`config.mk`:
```
export PLATFORM = sky130hd
export DESIGN_NAME = slcan_text_to_can_frame_flat
export DESIGN_NICKNAME = d
export VERILOG_FILES = /design/src/rtl/slcan_pkg.sv /design/src/rtl/slcan_req_if.sv /design/src/rtl/slcan_rsp_if.sv /design/src/rtl/slcan_line_parser.sv /design/src/rtl/slcan_text_to_can_frame.sv /design/src/flat_wrapper.sv
export SDC_FILE = /design/constraint.sdc
export NUM_CORES = 1
export LEC_CHECK = 0
export BUFFER_PORTS_ARGS = -buffer_cell sky130_fd_sc_hd__buf_4
export CAP_MARGIN = 20
export CORE_MARGIN = 4
export CORE_UTILIZATION = 24
export CTS_BUF_LIST = sky130_fd_sc_hd__clkbuf_16
export CTS_CLUSTER_DIAMETER = 120
export DETAILED_ROUTE_END_ITERATION = 12
export GPL_TIMING_DRIVEN = 0
export HOLD_SLACK_MARGIN = 0.1
export PLACE_DENSITY = 0.43
export SYNTH_ARGS = -nofsm -noshare
export SYNTH_HDL_FRONTEND = slang
export SYNTH_SLANG_ARGS = --single-unit
```
`constraint.sdc`:
```
create_clock -name clock -period 6.3 [get_ports clock]
set_input_delay 1.26 -clock clock [delete_from_list [all_inputs] [get_ports clock]]
set_output_delay 1.26 -clock clock [all_outputs]
set_load 0.05 [all_outputs]
```
`src/rtl/slcan_pkg.sv`:
```
package slcan_pkg;

   // Characters that the parser looks for.
   localparam logic [7:0] CHAR_UPPER_R = 8'h52;
   localparam logic [7:0] CHAR_UPPER_T = 8'h54;
   localparam logic [7:0] CHAR_LOWER_R = 8'h72;
   localparam logic [7:0] CHAR_LOWER_A = 8'h61;
   localparam logic [7:0] CHAR_UPPER_A = 8'h41;
   localparam logic [7:0] CHAR_ZERO    = 8'h30;
   localparam logic [7:0] HEX_TEN      = 8'd10;

   // Position of the DLC digit for extended and standard lines.
   localparam logic [3:0] POS_DLC_EXT = 4'd9;
   localparam logic [3:0] POS_DLC_STD = 4'd4;

   // The character position saturates here; a character taken there marks the line as overlong.
   localparam logic [4:0] INDEX_TOP = 5'd31;

   typedef struct packed {
      logic        ok;
      logic        extended;
      logic        remote;
      logic [31:0] frame_id;
      logic [3:0]  byte_count;
      logic [63:0] payload;
   } slcan_result_type;

   // Hex digit conversion without any range check, modulo 256.
   function automatic logic [7:0] digit_value(input logic [7:0] c);
      logic [7:0] v;
      if (c >= CHAR_LOWER_A) begin
         v = c - CHAR_LOWER_A + HEX_TEN;
      end else if (c >= CHAR_UPPER_A) begin
         v = c - CHAR_UPPER_A + HEX_TEN;
      end else begin
         v = c - CHAR_ZERO;
      end
      return v;
   endfunction

endpackage

```
`src/rtl/slcan_req_if.sv`:
```
interface slcan_req_if;
   logic       valid;
   logic       ready;
   logic [7:0] char_code;
   logic       end_of_line;

   modport source (output valid, output char_code, output end_of_line, input ready);
   modport sink   (input valid, input char_code, input end_of_line, output ready);
endinterface

```
`src/rtl/slcan_rsp_if.sv`:
```
interface slcan_rsp_if;
   logic        valid;
   logic        ready;
   logic        ok;
   logic        extended;
   logic        remote;
   logic [31:0] frame_id;
   logic [3:0]  byte_count;
   logic [63:0] payload;

   modport source (output valid, output ok, output extended, output remote, output frame_id,
                   output byte_count, output payload, input ready);
   modport sink   (input valid, input ok, input extended, input remote, input frame_id,
                   input byte_count, input payload, output ready);
endinterface

```
`src/rtl/slcan_line_parser.sv`:
```
module slcan_line_parser
   import slcan_pkg::*;
#(
   parameter int MAX_DATA_BYTES = 8
) (
   input  logic             clock,
   input  logic             reset,
   input  logic             step,
   input  logic [7:0]       char_code,
   input  logic             end_of_line,
   output slcan_result_type result
);

   logic [4:0]                          index_ff, index_in;
   logic                                is_ext_ff, is_ext_in;
   logic                                is_remote_ff, is_remote_in;
   logic [7:0]                          raw_dlc_ff, raw_dlc_in;
   logic [31:0]                         id_ff, id_in;
   logic [MAX_DATA_BYTES-1:0][7:0]      data_ff, data_in;
   logic [3:0]                          high_ff, high_in;
   logic                                overlong_ff, overlong_in;

   logic [7:0] nib;
   logic [7:0] pair;
   logic [3:0] dpos;
   logic [4:0] data_pos;
   logic [3:0] dpos_end;
   logic [4:0] dlc_end;
   logic       good;

   assign nib      = digit_value(char_code);
   assign pair     = {high_ff, 4'b0000} | nib;
   assign dpos     = is_ext_ff ? POS_DLC_EXT : POS_DLC_STD;
   assign data_pos = index_ff - 5'(dpos) - 5'd1;

   always_comb begin
      index_in     = index_ff;
      is_ext_in    = is_ext_ff;
      is_remote_in = is_remote_ff;
      raw_dlc_in   = raw_dlc_ff;
      id_in        = id_ff;
      data_in      = data_ff;
      high_in      = high_ff;
      overlong_in  = overlong_ff;

      if (index_ff == 5'd0) begin
         is_ext_in    = (char_code == CHAR_UPPER_R) || (char_code == CHAR_UPPER_T);
         is_remote_in = (char_code == CHAR_LOWER_R) || (char_code == CHAR_UPPER_R);
      end else if (index_ff < 5'(dpos)) begin
         if (is_ext_ff) begin
            if (index_ff[0]) begin
               high_in = nib[3:0];
            end else begin
               id_in = {id_ff[23:0], pair};
            end
         end else if (index_ff == 5'd1) begin
            id_in = 32'(nib);
         end else if (index_ff == 5'd2) begin
            high_in = nib[3:0];
         end else begin
            id_in = {16'h0000, id_ff[7:0], pair};
         end
      end else if (index_ff == 5'(dpos)) begin
         raw_dlc_in = char_code - CHAR_ZERO;
      end else if (!data_pos[0]) begin
         high_in = nib[3:0];
      end else begin
         // Second digit of a pair lands in its byte lane; lanes past the stored
         // ones can only belong to lines that fail the length check.
         for (int j = 0; j < MAX_DATA_BYTES; j++) begin
            if (data_pos[4:1] == 4'(j)) begin
               data_in[j] = data_ff[j] | pair;
            end
         end
      end

      if (index_ff == INDEX_TOP) begin
         overlong_in = 1'b1;
      end else begin
         index_in = index_ff + 5'd1;
      end
   end

   // Verdict on the line as it stands after this character.
   assign dpos_end = is_ext_in ? POS_DLC_EXT : POS_DLC_STD;
   assign dlc_end  = 5'(dpos_end) + 5'd1;

   always_comb begin
      good = !overlong_in && (index_in >= dlc_end)
             && (raw_dlc_in <= 8'(MAX_DATA_BYTES));
      if (is_remote_in) begin
         good = good && (index_in == dlc_end);
      end else begin
         good = good && ({1'b0, index_in} == ({1'b0, raw_dlc_in[3:0], 1'b0} + {1'b0, dlc_end}));
      end
   end

   always_comb begin
      result = '0;
      if (good) begin
         result.ok         = 1'b1;
         result.extended   = is_ext_in;
         result.remote     = is_remote_in;
         result.frame_id   = id_in;
         result.byte_count = raw_dlc_in[3:0];
         result.payload    = is_remote_in ? 64'h0 : 64'(data_in);
      end
   end

   always_ff @(posedge clock) begin
      if (reset || (step && end_of_line)) begin
         index_ff     <= '0;
         is_ext_ff    <= 1'b0;
         is_remote_ff <= 1'b0;
         raw_dlc_ff   <= '0;
         id_ff        <= '0;
         data_ff      <= '0;
         high_ff      <= '0;
         overlong_ff  <= 1'b0;
      end else if (step) begin
         index_ff     <= index_in;
         is_ext_ff    <= is_ext_in;
         is_remote_ff <= is_remote_in;
         raw_dlc_ff   <= raw_dlc_in;
         id_ff        <= id_in;
         data_ff      <= data_in;
         high_ff      <= high_in;
         overlong_ff  <= overlong_in;
      end
   end

endmodule

```
`src/rtl/slcan_text_to_can_frame.sv`:
```
// Parses one serial-line CAN command, fed as ASCII characters one beat at a time with the
// last character flagged by end_of_line, into a single frame beat on the rsp channel. The
// line is a type letter ('T' extended data, 'R' extended remote, 'r' standard remote, any
// other letter standard data), 8 or 3 hex identifier digits, a DLC digit and, for data
// frames, two hex digits per data byte with byte zero landing in payload[7:0]. Hex digits
// are converted without validation. A line that is too short, longer than 31 characters,
// has a DLC above MAX_DATA_BYTES or whose length does not match its DLC comes out with ok
// low and every other field zero. The block takes one character per clock while no final
// character is held back: a beat is held in an input register, then folded into the line
// state, and on the last character the verdict is captured in an output register. Non-final
// characters never wait on the rsp side; a final character waits in the input register only
// while a previous frame beat is still held unaccepted. The frame beat is offered from the
// output register once the final character leaves the input register. Only one line is
// assembled at a time by construction, since the line state is the single accumulator.
module slcan_text_to_can_frame
   import slcan_pkg::*;
#(
   parameter int MAX_DATA_BYTES = 8
) (
   input logic       clock,
   input logic       reset,
   slcan_req_if.sink req_bus,
   slcan_rsp_if.source rsp_bus
);

   logic             in_valid_ff;
   logic [7:0]       in_char_ff;
   logic             in_eol_ff;
   logic             rsp_valid_ff, rsp_valid_in;
   slcan_result_type rsp_data_ff;
   slcan_result_type line_result;
   logic             out_free;
   logic             step;
   logic             load_rsp;

   // The output register can take a new frame when empty or being drained this cycle.
   assign out_free = !rsp_valid_ff || rsp_bus.ready;

   // A buffered character advances unless it ends a line and the output is blocked.
   assign step     = in_valid_ff && (!in_eol_ff || out_free);
   assign load_rsp = step && in_eol_ff;

   assign req_bus.ready = !in_valid_ff || step;

   slcan_line_parser #(
      .MAX_DATA_BYTES(MAX_DATA_BYTES)
   ) u_parser (
      .clock       (clock),
      .reset       (reset),
      .step        (step),
      .char_code   (in_char_ff),
      .end_of_line (in_eol_ff),
      .result      (line_result)
   );

   always_ff @(posedge clock) begin
      if (reset) begin
         in_valid_ff <= 1'b0;
      end else if (req_bus.ready) begin
         in_valid_ff <= req_bus.valid;
      end
   end

   always_ff @(posedge clock) begin
      if (req_bus.ready && req_bus.valid) begin
         in_char_ff <= req_bus.char_code;
         in_eol_ff  <= req_bus.end_of_line;
      end
   end

   assign rsp_valid_in = load_rsp || (rsp_valid_ff && !rsp_bus.ready);

   always_ff @(posedge clock) begin
      if (reset) begin
         rsp_valid_ff <= 1'b0;
      end else begin
         rsp_valid_ff <= rsp_valid_in;
      end
   end

   always_ff @(posedge clock) begin
      if (load_rsp) begin
         rsp_data_ff <= line_result;
      end
   end

   assign rsp_bus.valid      = rsp_valid_ff;
   assign rsp_bus.ok         = rsp_data_ff.ok;
   assign rsp_bus.extended   = rsp_data_ff.extended;
   assign rsp_bus.remote     = rsp_data_ff.remote;
   assign rsp_bus.frame_id   = rsp_data_ff.frame_id;
   assign rsp_bus.byte_count = rsp_data_ff.byte_count;
   assign rsp_bus.payload    = rsp_data_ff.payload;

endmodule

```
`src/flat_wrapper.sv`:
```
// flat-port wrapper written by rule: the top's interface ports become plain ports
module slcan_text_to_can_frame_flat import slcan_pkg::*;
#(
   parameter int MAX_DATA_BYTES = 8
)
  (clock, reset, req_bus_valid, req_bus_char_code, req_bus_end_of_line, req_bus_ready, rsp_bus_valid, rsp_bus_ok, rsp_bus_extended, rsp_bus_remote, rsp_bus_frame_id, rsp_bus_byte_count, rsp_bus_payload, rsp_bus_ready);
  slcan_req_if req_bus_i ();
  slcan_rsp_if rsp_bus_i ();
  input logic clock;
  input logic reset;
  input wire logic [$bits(req_bus_i.valid)-1:0] req_bus_valid;
  input wire logic [$bits(req_bus_i.char_code)-1:0] req_bus_char_code;
  input wire logic [$bits(req_bus_i.end_of_line)-1:0] req_bus_end_of_line;
  output wire logic [$bits(req_bus_i.ready)-1:0] req_bus_ready;
  output wire logic [$bits(rsp_bus_i.valid)-1:0] rsp_bus_valid;
  output wire logic [$bits(rsp_bus_i.ok)-1:0] rsp_bus_ok;
  output wire logic [$bits(rsp_bus_i.extended)-1:0] rsp_bus_extended;
  output wire logic [$bits(rsp_bus_i.remote)-1:0] rsp_bus_remote;
  output wire logic [$bits(rsp_bus_i.frame_id)-1:0] rsp_bus_frame_id;
  output wire logic [$bits(rsp_bus_i.byte_count)-1:0] rsp_bus_byte_count;
  output wire logic [$bits(rsp_bus_i.payload)-1:0] rsp_bus_payload;
  input wire logic [$bits(rsp_bus_i.ready)-1:0] rsp_bus_ready;
  assign req_bus_i.valid = req_bus_valid;
  assign req_bus_i.char_code = req_bus_char_code;
  assign req_bus_i.end_of_line = req_bus_end_of_line;
  assign req_bus_ready = req_bus_i.ready;
  assign rsp_bus_valid = rsp_bus_i.valid;
  assign rsp_bus_ok = rsp_bus_i.ok;
  assign rsp_bus_extended = rsp_bus_i.extended;
  assign rsp_bus_remote = rsp_bus_i.remote;
  assign rsp_bus_frame_id = rsp_bus_i.frame_id;
  assign rsp_bus_byte_count = rsp_bus_i.byte_count;
  assign rsp_bus_payload = rsp_bus_i.payload;
  assign rsp_bus_i.ready = rsp_bus_ready;
  slcan_text_to_can_frame #(.MAX_DATA_BYTES(MAX_DATA_BYTES)) u_core (.clock(clock), .reset(reset), .req_bus(req_bus_i), .rsp_bus(rsp_bus_i));
endmodule
```
# [Word level (Yosys, flattened, before mapping)]
# Index checks and enable logic that the tools add are counted.
# W data, S select, Z words.
[totals] memories=0 wordCells=135 romBits=0 latchBits=0 ramBits=0 register_bits=230 output_inout_bits=105 input_bits=13
[classes] div_mod_pow=0 add_sub_neg=10 order_cmp=5 reduce_logical=24 mul=0 bitwise=11 shifts=0 muxes=39 n_eq_ne=21
[op_table] cell="$mux W64" count=5
[op_table] cell="$mux W32" count=6
[op_table] cell="$mux W8" count=13
[op_table] cell="$mux W103" count=1
[op_table] cell="$or A8 B8 Y8" count=9
[op_table] cell="$mux W4" count=9
[op_table] cell="$eq A8 B7 Y1 const B" count=3
[op_table] cell="$add A8 B4 Y8 const B" count=2
[op_table] cell="$eq A4 B3 Y1 const B" count=4
[op_table] cell="$ge A8 B7 Y1 const B" count=2
[op_table] cell="$sub A8 B7 Y8 const B" count=2
[op_table] cell="$eq A4 B2 Y1 const B" count=2
[op_table] cell="$le A8 B4 Y1 const B" count=1
[op_table] cell="$logic_and A1 B1 Y1" count=8
[op_table] cell="$sub A8 B6 Y8 const B" count=1
[op_table] cell="$logic_or A1 B1 Y1" count=7
[op_table] cell="$reduce_and A7 Y1" count=1
[op_table] cell="$add A5 B5 Y6" count=1
[op_table] cell="$eq A5 B6 Y1" count=1
[op_table] cell="$ne A3 B3 Y1 const B" count=2
[op_table] cell="$add A4 B1 Y5 const B" count=1
[op_table] cell="$add A5 B1 Y5 const B" count=1
[op_table] cell="$eq A5 B1 Y1 const B" count=1
[op_table] cell="$eq A5 B2 Y1 const B" count=1
[op_table] cell="18 further kinds" count=26

# [Longest topological paths before layout]
# Gate-level depths: netlist (run 1).
[depth] word_depth=13 depth_mapped=20 depth_no_buf=16

# [Hierarchy]
# A second synthesis (run 1) with hierarchy kept.
[hier_totals] cells_unflattened=990 area_unflattened_um2=10532.6
[by_module_without_submodules] mod="slcan_line_parser" area_per_inst_um2=7065.5 cells_each=866 seq_area_each_um2=2322.2 n_inst=1
[by_module_without_submodules] mod="slcan_text_to_can_frame" area_per_inst_um2=3467.1 cells_each=124 seq_area_each_um2=3403.3 n_inst=1

# [Worst setup path after synthesis (run 1)]
# OpenSTA, ideal clock, no wires.
[synth_timing] path_kind="input -> register" from="input port rsp_bus_ready" to="register u_core.u_parser.data_ff[0] (netlist name)" setup_slack_ns=1.166 setup_ns=0.128 path_buffers=3 required_time_ns=6.172 path_stages=8 arrival_time_ns=5.007 path_cell_list="nor2b_1 > nand2_1 > and3_1 > or2_2 > clkbuf_1 > clkbuf_1 > clkbuf_1 > nor2_1"
[synth_via] elab_chain_len=5
[synth_lines] item="from (decl)" line_no="flat_wrapper.sv:22" text="input wire logic [$bits(rsp_bus_i.ready)-1:0] rsp_bus_ready;"
[synth_lines] item="$logic_or A1 B1 Y1" line_no="slcan_text_to_can_frame.sv:37" text="assign out_free = !rsp_valid_ff || rsp_bus.ready;"
[synth_lines] item="$logic_or A1 B1 Y1" line_no="slcan_text_to_can_frame.sv:40" text="assign step = in_valid_ff && (!in_eol_ff || out_free);"
[synth_lines] item="$logic_and A1 B1 Y1" line_no="slcan_text_to_can_frame.sv:40"
[synth_lines] item="$logic_and A1 B1 Y1"
[synth_lines] item="via u_core.load_rsp" line_no="slcan_text_to_can_frame.sv:34" text="logic load_rsp;"
[synth_lines] item="$logic_or A1 B1 Y1" line_no="slcan_line_parser.sv:111" text="if (reset || (step && end_of_line)) begin"
[synth_lines] item="to (signal assigned)" line_no="slcan_line_parser.sv:126" text="data_ff <= data_in;"
[synth_lines] item="to (decl)" line_no="slcan_line_parser.sv:19" text="logic [MAX_DATA_BYTES-1:0][7:0] data_ff, data_in;"
# The timed path passes the listed nets, and every way through them passes these cells.
# A chain may end at the register's enable or synchronous reset.

# [Final worst setup path (run 1)]
[layout_timing] from="register u_core.u_parser.is_ext_ff" to="register u_core.rsp_data_ff, in the netlist u_core.rsp_bus.frame_id[5] (data pin)"
[layout_via] elab_chain_len=9 word_cells_on_any_way=22 cone_classes="add/sub (2); order compare (3); eq/ne (3); mux (10); reduce/logical (4)"
[layout_lines] item="from (decl)" line_no="slcan_line_parser.sv:15" text="logic is_ext_ff, is_ext_in;"
[layout_lines] item="from (signal assigned)" line_no="slcan_line_parser.sv:122" text="is_ext_ff <= is_ext_in;"
[layout_lines] item="$mux W4 (*)" line_no="slcan_line_parser.sv:33" text="assign dpos = is_ext_ff ? POS_DLC_EXT : POS_DLC_STD;"
[layout_lines] item="parallel branches: the longest is 2 deep, another holds $lt A5 B4 Y1"
[layout_lines] item="$mux W8 (*)" line_no="slcan_line_parser.sv:49" text="end else if (index_ff < 5'(dpos)) begin"
[layout_lines] item="$mux W8 (*)" line_no="slcan_line_parser.sv:46" text="if (index_ff == 5'd0) begin"
[layout_lines] item="via u_core.u_parser.raw_dlc_in[1]" line_no="slcan_line_parser.sv:17" text="logic [7:0] raw_dlc_ff, raw_dlc_in;"
[layout_lines] item="$add A5 B5 Y6 or $le A8 B4 Y1 (tied branches)" line_no="slcan_line_parser.sv:94, slcan_line_parser.sv:90"
[layout_lines] item="$eq A5 B6 Y1 or $logic_and A1 B1 Y1 (tied branches)" line_no="slcan_line_parser.sv:94, slcan_line_parser.sv:90"
[layout_lines] item="$logic_and A1 B1 Y1, on equally long branches" line_no="slcan_line_parser.sv:94, slcan_line_parser.sv:92"
[layout_lines] item="$mux W1 (*)" line_no="slcan_line_parser.sv:91" text="if (is_remote_in) begin"
[layout_lines] item="to (signal assigned)" line_no="slcan_text_to_can_frame.sv:83" text="rsp_data_ff <= line_result;"
[layout_lines] item="to (decl)" line_no="slcan_text_to_can_frame.sv:30" text="slcan_result_type rsp_data_ff;"
# Mark *: on every way through the listed nets, which the timed path passes.

==> results.py, run 1 <==
metrics = {
    "place": {
        "dp.cells": 1647,
        "gp_congestion": 0.820,
        "portBuffers": 117,
        "post-dp-hpwl_microns": 22200,
    },
    "hold_path": {
        "min_path_type": "reg -> reg",
    },
    "sta": {
        "relSlewSlack_pct": 32.9,
        "finalCritPeriodShare_pct": 89.8,
        "holdWs_ns": 0.465,
        "rsz0062_at_grt": "no",
        "fmax_ghz": 0.177,
        "tightest_slew_ns": 1.01,
        "min_period_ns": 5.66,
        "clock_skew_ns": 0.0173,
        "tns_ns": 0,
        "finalSetupViolCount": 0,
        "hold_violations": 0,
        "drv_slew": 0,
    },
    "setup_path": {
        "crit_fanout": 10,
        "cp.required_ns": 6.57,
        "cp-end-kind": "register",
        "arrival_ns": 5.93,
        "setup.worst_path.class": "reg -> reg",
        "worst_setup_path_start_kind": "register",
    },
    "routing": {
        "antenna_left": 0,
        "dr_total_vias": 7955,
        "drtPass1Iterations": 5,
        "viasPerCell": 4.68,
        "wl_per_cell_microns": 18.5,
        "drt-total-wl_microns": 31400,
        "dr.first_iter.drc_count": 537,
        "post-route-drc-count": 0,
    },
    "clock_tree": {
        "hold_buffers": 0,
        "clockBufferDepth": 3,
        "cts_root_buf": "clkbuf_16",
        "clk_pin_slew_worst_paths_ns": 0.07,
        "numCtsBuffers": 27,
        "cts_tree": "yes",
        "clk_latency_ns": 0.57,
        "post_cts_buffers": 0,
        "postCtsResizedCells": 0,
        "clock-sinks": 230,
        "h-tree-depth": 1,
    },
    "grt": {
        "grt_pass1_wl_microns": 47700,
        "track_usage_pct": 13.6,
        "antenna_found_initial": 0,
        "grt_pass1_vias": 7833,
        "grt_max_degree": 46,
        "overflow": 0,
    },
    "synthesis": {
        "ys_seq_area_share_pct": 57.0,
        "ys_types": 64,
        "ys_ff_latch": 230,
        "syn_avg_cell_area_sq_um": 10.1,
        "netlist_instances": 995,
        "yosys_warnings": 0,
        "synth_edf_count": 112,
        "async_reset_ff_share_pct": 0,
        "synth_flop_cell": "dfxtp_1",
        "synth_nets": 1036,
        "netlist_area_sq_mm": 0.0101,
    },
    "final_layout": {
        "post-route-util_pct": 30.6,
        "multi_input_area_sq_mm": 0.00394,
        "area_growth_pct": 25.0,
        "instances_no_fill": 1698,
        "diodes": 0,
        "layout.nets": 1186,
        "drive_gt1_share_pct": 16.4,
        "seqCellArea_sq_mm": 0.00573,
        "fill_cells": 4352,
    },
    "floorplan": {
        "die-area_sq_mm": 0.0452,
        "fp.dieH_microns": 213,
        "core_region_area_sq_mm": 0.0411,
        "die_x_microns": 213,
        "start_util_pct": 24.5,
        "io_pins": 118,
        "std_cell_rows": 74,
    },
    "pwr": {
        "power_density_mw_per_mm2": 289,
        "ir_worst_vdd_mv": 0.206,
        "p_leak_nw": 4.38,
        "power_mw": 3.63,
    },
    "outcome": {
        "status": "complete, no violations",
    },
    "run": {
        "maxCapViolCount": 0,
    },
}
## through the flow
stage | cell area, sq um | setup WS, ns
2_1_floorplan | 10100 | 1.17
3_3_place_gp | 11600 | -1.10
3_5_place_dp | 11700 | 0.515
4_1_cts | 12600 | 0.500
5_1_grt | 12600 | 0.180
6_report | 12600 | 0.641
## sequential cells by signal, summed over array words and instances (netlist names), 4 cells and up
register	count
u_core.rsp_bus.frame_id	32
u_core.u_parser.index_ff	5
u_core.rsp_bus.byte_count	4
u_core.in_char_ff	8
u_core.u_parser.high_ff	4
u_core.u_parser.id_ff	32
u_core.rsp_bus.payload	64
u_core.u_parser.data_ff	64
u_core.u_parser.raw_dlc_ff	8
## per-layer routing
layer	wire length, microns	GRT usage (%)
met5	0	0
met1	15200	19.8
met3	1580	2.17
met2	14000	21.0
met4	712	3.84
## cell families (layout without fill, tap and decap cells)
group           after synthesis  in the layout  synth area share, %
xor+xnor                     16             16                 1.39
buf+inv                      88            259                 3.95
simple gates                338            338                 15.0
compound gates              264            264                 16.0
fa+ha+maj                    28             28                 3.56
flops                       230            230                 57.0
mux                          31             31                 3.10
## power by group
part	total, mW	switching (mW)	internal, mW
combinational	0.417	0.298	0.118
clock	1.60	0.653	0.944
sequential	1.62	0.0225	1.59
total	3.63	0.974	2.65
## cell usage in the layout, fill, tap and decap left out, drive strengths merged, types with 3 or more instances in the layout
master    n
a211o     4
a211oi   12
a21o      5
a21oi   145
a22oi    33
a31o      4
a31oi    14
a41oi     5
and2     12
and3      3
buf     137
bufinv    4
clkbuf   80
clkinv   13
dfxtp   118
edfxtp  112
ha       27
inv      24
mux2i    30
nand2    22
nand2b    4
nand3     8
nand3b    3
nor2    226
nor2b    12
nor3     27
nor4      3
o211ai    3
o21a      3
o21ai    16
or3       3
xnor2    13
xor2      3
## cell usage after synthesis, drive strengths merged (8+ instances only)
library cell,count,area share (%)
a211oi,12,0.95
a21oi,145,7.3
a22oi,33,2.5
a31oi,14,0.87
and2,12,0.75
buf,17,1.3
clkbuf,52,1.9
dfxtp,118,24
edfxtp,112,33
ha,27,3.4
inv,18,0.67
mux2i,30,3.0
nand2,22,0.82
nand3,8,0.40
nor2,226,8.4
nor2b,12,0.75
nor3,27,1.5
o21ai,16,0.80
xnor2,13,1.1
## critical path, stage by stage, from the launching register on
cell and delay (ns):
dfxtp_1 0.50, clkbuf_1 0.43, inv_1 0.21, ha_1 0.32, buf_4 0.16, nand2_1 0.11, or3_1 0.41, nor3_4 0.42
mux2i_1 0.56, inv_1 0.09, ha_1 0.30, a21oi_1 0.22, and3b_1 0.20, o21ai_0 0.24, a211oi_2 0.10, o2111ai_1 0.27
a21o_1 0.18, clkbuf_1 0.49, nor3b_1 0.15
## final cells by class
class | count | area share (%)
Inverter | 19 | 0.567
Tap cell | 532 | 5.30
Clock buffer | 27 | 5.38
Sequential cell | 230 | 45.6
Multi-Input combinational cell | 677 | 31.3
Buffer | 69 | 2.59
Clock inverter | 23 | 1.76
Timing Repair Buffer | 121 | 7.52
## path summary, 6_finish.rpt
kind | end | slack (ns) | cells after the start | startpoint
worst min-delay path | u_core.u_parser.raw_dlc_ff[6] | 0.47 | 2 | u_core.u_parser.raw_dlc_ff[6]
worst max register to register | u_core.rsp_bus.frame_id[5] | 0.64 | 18 | u_core.u_parser.is_ext_ff
worst max-delay path | u_core.rsp_bus.frame_id[5] | 0.64 | 18 | u_core.u_parser.is_ext_ff
worst min register to register | u_core.u_parser.raw_dlc_ff[6] | 0.47 | 2 | u_core.u_parser.raw_dlc_ff[6]
No activity file was read; power rests on OpenSTA's default activity.
==> inputs of run 2 (changes only) <==
--- a/config.mk
+++ b/config.mk
@@ -6,15 +6,15 @@
 export NUM_CORES = 1
 export LEC_CHECK = 0
 export BUFFER_PORTS_ARGS = -buffer_cell sky130_fd_sc_hd__buf_4
-export CAP_MARGIN = 20
 export CORE_MARGIN = 4
 export CORE_UTILIZATION = 24
-export CTS_BUF_LIST = sky130_fd_sc_hd__clkbuf_16
+export CTS_BUF_LIST = sky130_fd_sc_hd__clkbuf_4 sky130_fd_sc_hd__clkbuf_8
 export CTS_CLUSTER_DIAMETER = 120
 export DETAILED_ROUTE_END_ITERATION = 12
 export GPL_TIMING_DRIVEN = 0
 export HOLD_SLACK_MARGIN = 0.1
-export PLACE_DENSITY = 0.43
+export PLACE_DENSITY = 0.42
 export SYNTH_ARGS = -nofsm -noshare
 export SYNTH_HDL_FRONTEND = slang
+export SYNTH_HIERARCHICAL = 1
 export SYNTH_SLANG_ARGS = --single-unit
==> results.py, run 2 <==
metrics = {
    "synthesis": {
        "synth_top_area_share_pct": 31.9,
        "synth_xor_xnor_area_share_pct": 1.33,
        "synth_top_cell_by_area": "edfxtp_1",
        "yosys_warnings": 6,
        "ys_ff_latch": 230,
        "yosysMostFrequentCell": "nor2_1",
        "synth_flop_cell": "dfxtp_1",
        "synth_top_family_by_area": "simple AND/OR/NAND/NOR gates",
        "ys_types": 71,
        "synth_compound_area_share_pct": 15.9,
        "synth_edf_count": 112,
        "async_reset_ff_share_pct": 0,
        "ys_top_cells_by_area": "edfxtp_1 (32%), dfxtp_1 (22%), nor2_1 (4.8%), a21oi_1 (4.1%), a31oi_1 (4.0%)",
        "netlist_area_sq_mm": 0.0105,
        "netlist_instances": 990,
        "syn_avg_cell_area_sq_um": 10.6,
        "ys_seq_area_share_pct": 54.4,
        "synthTopCellsByCount": "nor2_1 (135), dfxtp_1 (118), edfxtp_1 (112), a21oi_1 (87), a31oi_1 (68)",
        "synth_nets": 1030,
        "synth_adder_area_share_pct": 3.28,
        "synth.area.mux_share_pct": 3.34,
        "synth_simple_gate_area_share_pct": 17.1,
    },
    "sta": {
        "tns_ns": 0,
        "min_period_ns": 5.42,
        "fmax_ghz": 0.184,
        "clock_skew_ns": 0.0278,
        "drv_slew": 0,
        "worst_slack_ns": 0.878,
        "hold_violations": 0,
        "relSlewSlack_pct": 9.53,
        "finalCritPeriodShare_pct": 86.1,
        "tightest_slew_ns": 1.35,
        "finalSetupViolCount": 0,
        "rsz0062_at_grt": "no",
    },
    "setup_path": {
        "max_stage_delay_ns": 0.61,
        "worst_path_max_delay_cell": "o21ai_0",
        "reg2reg_depth": 15,
        "path_delay_family": "compound AO/OA/AOI/OAI gates",
        "setup.worst_path.class": "reg -> reg",
        "reg2reg_slack_ns": 0.88,
        "crit_chain": "inv_1, ha_1, nor2b_1, o21ai_0, nand2_1, a21oi_1, inv_1, ha_1, fa_1, a21oi_1, o211ai_1, a221oi_2, o2111ai_1, buf_2, nor3_1",
        "r2r_start": "u_core/u_parser/index_ff[0]",
        "r2r_end": "u_core/rsp_bus.payload[21]",
        "crit_fanout": 10,
        "worst_setup_path_start_kind": "register",
        "cp-end-kind": "register",
        "critPathBufInv": 3,
        "arrival_ns": 5.77,
        "cp.required_ns": 6.65,
        "worstSetupPathDepth": 15,
    },
    "final_layout": {
        "drive_gt1_share_pct": 24.3,
        "fill_cells": 4524,
        "area_growth_pct": 23.9,
        "diodes": 0,
        "final_common_cell": "nor2_1",
        "layout.nets": 1194,
        "layout_common_cells": "nor2_1 (134), buf_4 (122), dfxtp_1 (118)",
        "seqCellArea_sq_mm": 0.00573,
        "multi_input_area_sq_mm": 0.00433,
    },
    "pwr": {
        "power_mw": 3.48,
        "sequentialPowerShare_pct": 46.2,
        "power_density_mw_per_mm2": 266,
        "intPower_mw": 2.49,
        "p_switching_mw": 0.991,
        "comb_power_share_pct": 13.1,
        "swShare_pct": 28.5,
        "ir_worst_vdd_mv": 0.105,
        "p_leak_nw": 4.53,
        "power_frac_clock_pct": 40.7,
    },
    "place": {
        "gp_congestion": 0.835,
        "pre_cts_slack_ns": 0.856,
        "portBuffers": 117,
        "post-dp-hpwl_microns": 24000,
    },
    "routing": {
        "viasPerCell": 4.79,
        "drtPass1Iterations": 5,
        "drt-total-wl_microns": 34100,
        "antenna_left": 0,
        "wl_per_cell_microns": 19.3,
        "post-route-drc-count": 0,
        "dr_total_vias": 8488,
        "dr.first_iter.drc_count": 542,
    },
    "hold_path": {
        "holdCritStartpoint": "u_core/u_parser/data_ff[62]",
        "worstHoldEndpoint": "u_core/u_parser/data_ff[62]",
        "hold_depth": 2,
        "min_path_type": "reg -> reg",
    },
    "floorplan": {
        "die-area_sq_mm": 0.0473,
        "core_region_area_sq_mm": 0.0433,
        "io_pins": 118,
        "start_util_pct": 24.3,
        "std_cell_rows": 76,
        "fp.dieH_microns": 217,
        "die_x_microns": 217,
    },
    "clock_tree": {
        "clock-sinks": 230,
        "hold_buffers": 0,
        "clk_pin_slew_worst_paths_ns": 0.06,
        "post_cts_buffers": 0,
        "numCtsBuffers": 42,
        "clockBufferDepth": 3,
        "clk_latency_ns": 0.56,
        "h-tree-depth": 2,
        "cts_tree": "yes",
        "cts_root_buf": "clkbuf_8",
        "postCtsResizedCells": 0,
    },
    "outcome": {
        "status": "complete, no violations",
    },
    "grt": {
        "grt_pass1_wl_microns": 52400,
        "overflow": 0,
        "grt_pass1_vias": 8656,
        "antenna_found_initial": 0,
        "track_usage_pct": 14.2,
        "grt_max_degree": 35,
    },
    "run": {
        "maxCapViolCount": 0,
    },
}
run 2: worst max-delay path by stage:
stage	startpoint	end	slack, ns
after floorplan	rsp_bus_ready	u_core/rsp_bus.byte_count[0]	1.75
after global placement	rsp_bus_ready	u_core/rsp_bus.payload[32]	0.23
after detailed placement	u_core/u_parser/index_ff[0]	u_core/rsp_bus.payload[21]	0.86
after CTS	u_core/u_parser/index_ff[0]	u_core/rsp_bus.payload[21]	0.79
after global routing	u_core/u_parser/index_ff[0]	u_core/rsp_bus.payload[21]	0.52
final	u_core/u_parser/index_ff[0]	u_core/rsp_bus.payload[21]	0.88
run 2: cell type report:
| class | count | share of cell area, % |
|---|---|---|
| clock buffer | 56 | 5.47 |
| clock inverter | 21 | 0.939 |
| inverter | 22 | 0.633 |
| tap | 585 | 5.61 |
| multi-input combinational | 654 | 33.2 |
| sequential | 230 | 43.9 |
| timing repair buffer | 120 | 7.19 |
| buffer | 84 | 3.13 |
run 2: logic make-up (layout without fill, tap and decap cells):
logic type,after synthesis,count (layout)
buffers and inverters,106,303
flip-flops,230,230
AND/OR/NAND/NOR,319,319
XOR/XNOR,16,16
multiplexers,35,35
adder cells (fa/ha/maj),27,27
AO/OA/AOI/OAI,257,257
run 2: per-stage QoR:
stage | hold WS, ns | area (sq um) | cells | utilization (%)
floorplan | 0.438 | 10500 | 990 | -
global placement | 0.447 | 12100 | 1692 | 28.1
detailed placement | 0.456 | 12200 | 1695 | 28.2
CTS | 0.468 | 13100 | 1772 | 30.2
global route | 0.491 | 13100 | 1772 | 30.2
finish | 0.468 | 13100 | 1772 | 30.2
run 2: layer usage:
layer | up-vias | track usage, % | share of wire [%]
met5 | - | 0 | 0
met4 | 0 | 4.32 | 2.3
met3 | 48 | 2.55 | 4.5
met2 | 236 | 23.1 | 47
met1 | 4158 | 19.3 | 46
li1 | 4046 | - | -
run 2: worst reg2reg max path, delay by kind of cell, from the launching register on:
kind | cells | cell delay [ns]
buffers and inverters | 3 | 0.75
AO/OA/AOI/OAI | 6 | 2.23
AND/OR/NAND/NOR | 3 | 0.79
adder cells (fa/ha/maj) | 3 | 0.91
flip-flops | 1 | 0.57
run 2: power by group through the flow:
stage               sequential, mW  clock, mW  combinational (mW)
detailed placement            1.64          0               0.454
CTS                           1.61       1.47               0.455
floorplan                     1.70          0               0.236
finish                        1.61       1.42               0.454
global route                  1.61       1.55               0.487
global placement              1.64          0               0.447
==> inputs of run 3 (changes only) <==
--- a/config.mk
+++ b/config.mk
@@ -12,8 +12,9 @@
 export CTS_CLUSTER_DIAMETER = 120
 export DETAILED_ROUTE_END_ITERATION = 12
 export GPL_TIMING_DRIVEN = 0
-export HOLD_SLACK_MARGIN = 0.1
+export HOLD_SLACK_MARGIN = 0.02
 export PLACE_DENSITY = 0.42
+export RECOVER_POWER = 25
 export SYNTH_ARGS = -nofsm -noshare
 export SYNTH_HDL_FRONTEND = slang
 export SYNTH_HIERARCHICAL = 1
==> results.py, run 3 (synthesized netlist as in run 2, its figures left out) <==
metrics = {
    "routing": {
        "viasPerCell": 4.78,
        "drtPass1Iterations": 5,
        "dr.first_iter.drc_count": 522,
        "antenna_left": 0,
        "wl_per_cell_microns": 19.2,
        "post-route-drc-count": 0,
        "dr_total_vias": 8469,
        "drt-total-wl_microns": 34000,
    },
    "setup_path": {
        "worst_setup_path_start_kind": "register",
        "crit_fanout": 10,
        "max_stage_delay_ns": 0.61,
        "crit_chain": "inv_1, ha_1, nor2b_1, o21ai_0, nand2_1, a21oi_1, inv_1, ha_1, fa_1, a21oi_1, o211ai_1, a221oi_2, o2111ai_1, buf_2, nor3_1",
        "cp-end-kind": "register",
        "worst_path_max_delay_cell": "o21ai_0",
        "setup.worst_path.class": "reg -> reg",
        "cp.required_ns": 6.65,
        "arrival_ns": 5.73,
    },
    "pwr": {
        "intPower_mw": 2.48,
        "p_leak_nw": 4.48,
        "p_switching_mw": 0.989,
        "power_frac_clock_pct": 40.8,
        "comb_power_share_pct": 12.9,
        "sequentialPowerShare_pct": 46.3,
        "ir_worst_vdd_mv": 0.105,
        "power_density_mw_per_mm2": 268,
        "swShare_pct": 28.5,
    },
    "final_layout": {
        "area_growth_pct": 23.1,
        "final_common_cell": "nor2_1",
        "instances_no_fill": 1772,
        "fill_cells": 4530,
        "drive_gt1_share_pct": 23.4,
        "seqCellArea_sq_mm": 0.00573,
        "diodes": 0,
        "multi_input_area_sq_mm": 0.00432,
        "layout_common_cells": "nor2_1 (135), dfxtp_1 (118), edfxtp_1 (112)",
        "layout.nets": 1194,
        "post-route-util_pct": 30.0,
    },
    "floorplan": {
        "std_cell_rows": 76,
        "die-area_sq_mm": 0.0473,
        "die_x_microns": 217,
        "fp.dieH_microns": 217,
        "core_region_area_sq_mm": 0.0433,
        "io_pins": 118,
        "start_util_pct": 24.3,
    },
    "place": {
        "portBuffers": 117,
        "post-dp-hpwl_microns": 24000,
        "gp_congestion": 0.835,
        "dp.cells": 1695,
    },
    "clock_tree": {
        "cts_tree": "yes",
        "clock-sinks": 230,
        "clk_pin_slew_worst_paths_ns": 0.06,
        "clk_latency_ns": 0.55,
        "post_cts_buffers": 0,
        "cts_root_buf": "clkbuf_8",
        "clockBufferDepth": 3,
        "hold_buffers": 0,
        "postCtsResizedCells": 0,
        "numCtsBuffers": 42,
        "h-tree-depth": 2,
    },
    "outcome": {
        "status": "finished with violations",
        "violations": "capacitance limit, slew limit",
    },
    "grt": {
        "grt_pass1_vias": 8656,
        "overflow": 0,
        "grt_pass1_wl_microns": 52400,
        "antenna_found_initial": 0,
        "grt_max_degree": 35,
        "track_usage_pct": 14.2,
    },
    "sta": {
        "hold_violations": 0,
        "tightest_slew_ns": 1.75,
        "finalSetupViolCount": 0,
        "min_period_ns": 5.39,
        "relSlewSlack_pct": -16.4,
        "finalCritPeriodShare_pct": 85.5,
        "drv_slew": 88,
        "clock_skew_ns": 0.0252,
        "fmax_ghz": 0.186,
        "rsz0062_at_grt": "no",
        "tns_ns": 0,
    },
    "run": {
        "maxCapViolCount": 3,
    },
    "hold_path": {
        "min_path_type": "reg -> reg",
    },
}
==> run 3: stage by stage <==
step / total power, mW / hold slack [ns] / setup WS, ns / area [sq um]
2_1_floorplan: 1.93 / 0.438 / 1.75 / 10500
3_3_place_gp: 2.09 / 0.447 / 0.225 / 12100
3_5_place_dp: 2.09 / 0.456 / 0.856 / 12200
4_1_cts: 3.54 / 0.468 / 0.795 / 13100
5_1_grt: 3.64 / 0.491 / 0.518 / 13000
6_report: 3.47 / 0.465 / 0.915 / 13000
==> run 3: final timing paths <==
check	startpoint	depth (start not counted)	endpoint	slack, ns
worst max-delay path	u_core/u_parser/index_ff[0]	15	u_core/rsp_bus.payload[21]	0.91
worst min-delay path	u_core/u_parser/data_ff[32]	2	u_core/u_parser/data_ff[32]	0.46
worst max register to register	u_core/u_parser/index_ff[0]	15	u_core/rsp_bus.payload[21]	0.91
worst min register to register	u_core/u_parser/data_ff[32]	2	u_core/u_parser/data_ff[32]	0.46
==> run 3: power by group through the flow <==
stage | registers, mW | clock network, mW | logic (mW)
after global routing | 1.61 | 1.55 | 0.482
final | 1.61 | 1.42 | 0.448
after floorplan | 1.70 | 0 | 0.236
after global placement | 1.64 | 0 | 0.447
after detailed placement | 1.64 | 0 | 0.454
after CTS | 1.61 | 1.47 | 0.455
==> run 3: layout make-up <==
class,instances,share of cell area (%)
inverters,22,0.637
flip-flops and latches,230,44.1
multi-input cells,654,33.3
clock inverters,21,0.945
well taps,585,5.64
plain buffers,84,3.15
repair buffers,120,6.69
clock buffers,56,5.51
==> run 3: layer usage <==
metal / wire [microns] / vias to the layer above / share of wire (%) / GRT usage, %
li1: - / 4037 / - / -
met5: 0 / - / 0 / 0
met4: 782 / 0 / 2.3 / 4.32
met2: 16100 / 242 / 47 / 23.1
met3: 1680 / 46 / 4.9 / 2.55
met1: 15500 / 4144 / 46 / 19.3
==> run 3: worst max-delay path: cells and delay by family (launching register included) <==
kind / cells / cell delay (ns)
compound gates: 6 / 2.22
fa+ha+maj: 3 / 0.90
simple gates: 3 / 0.78
buf+inv: 3 / 0.72
flops: 1 / 0.55
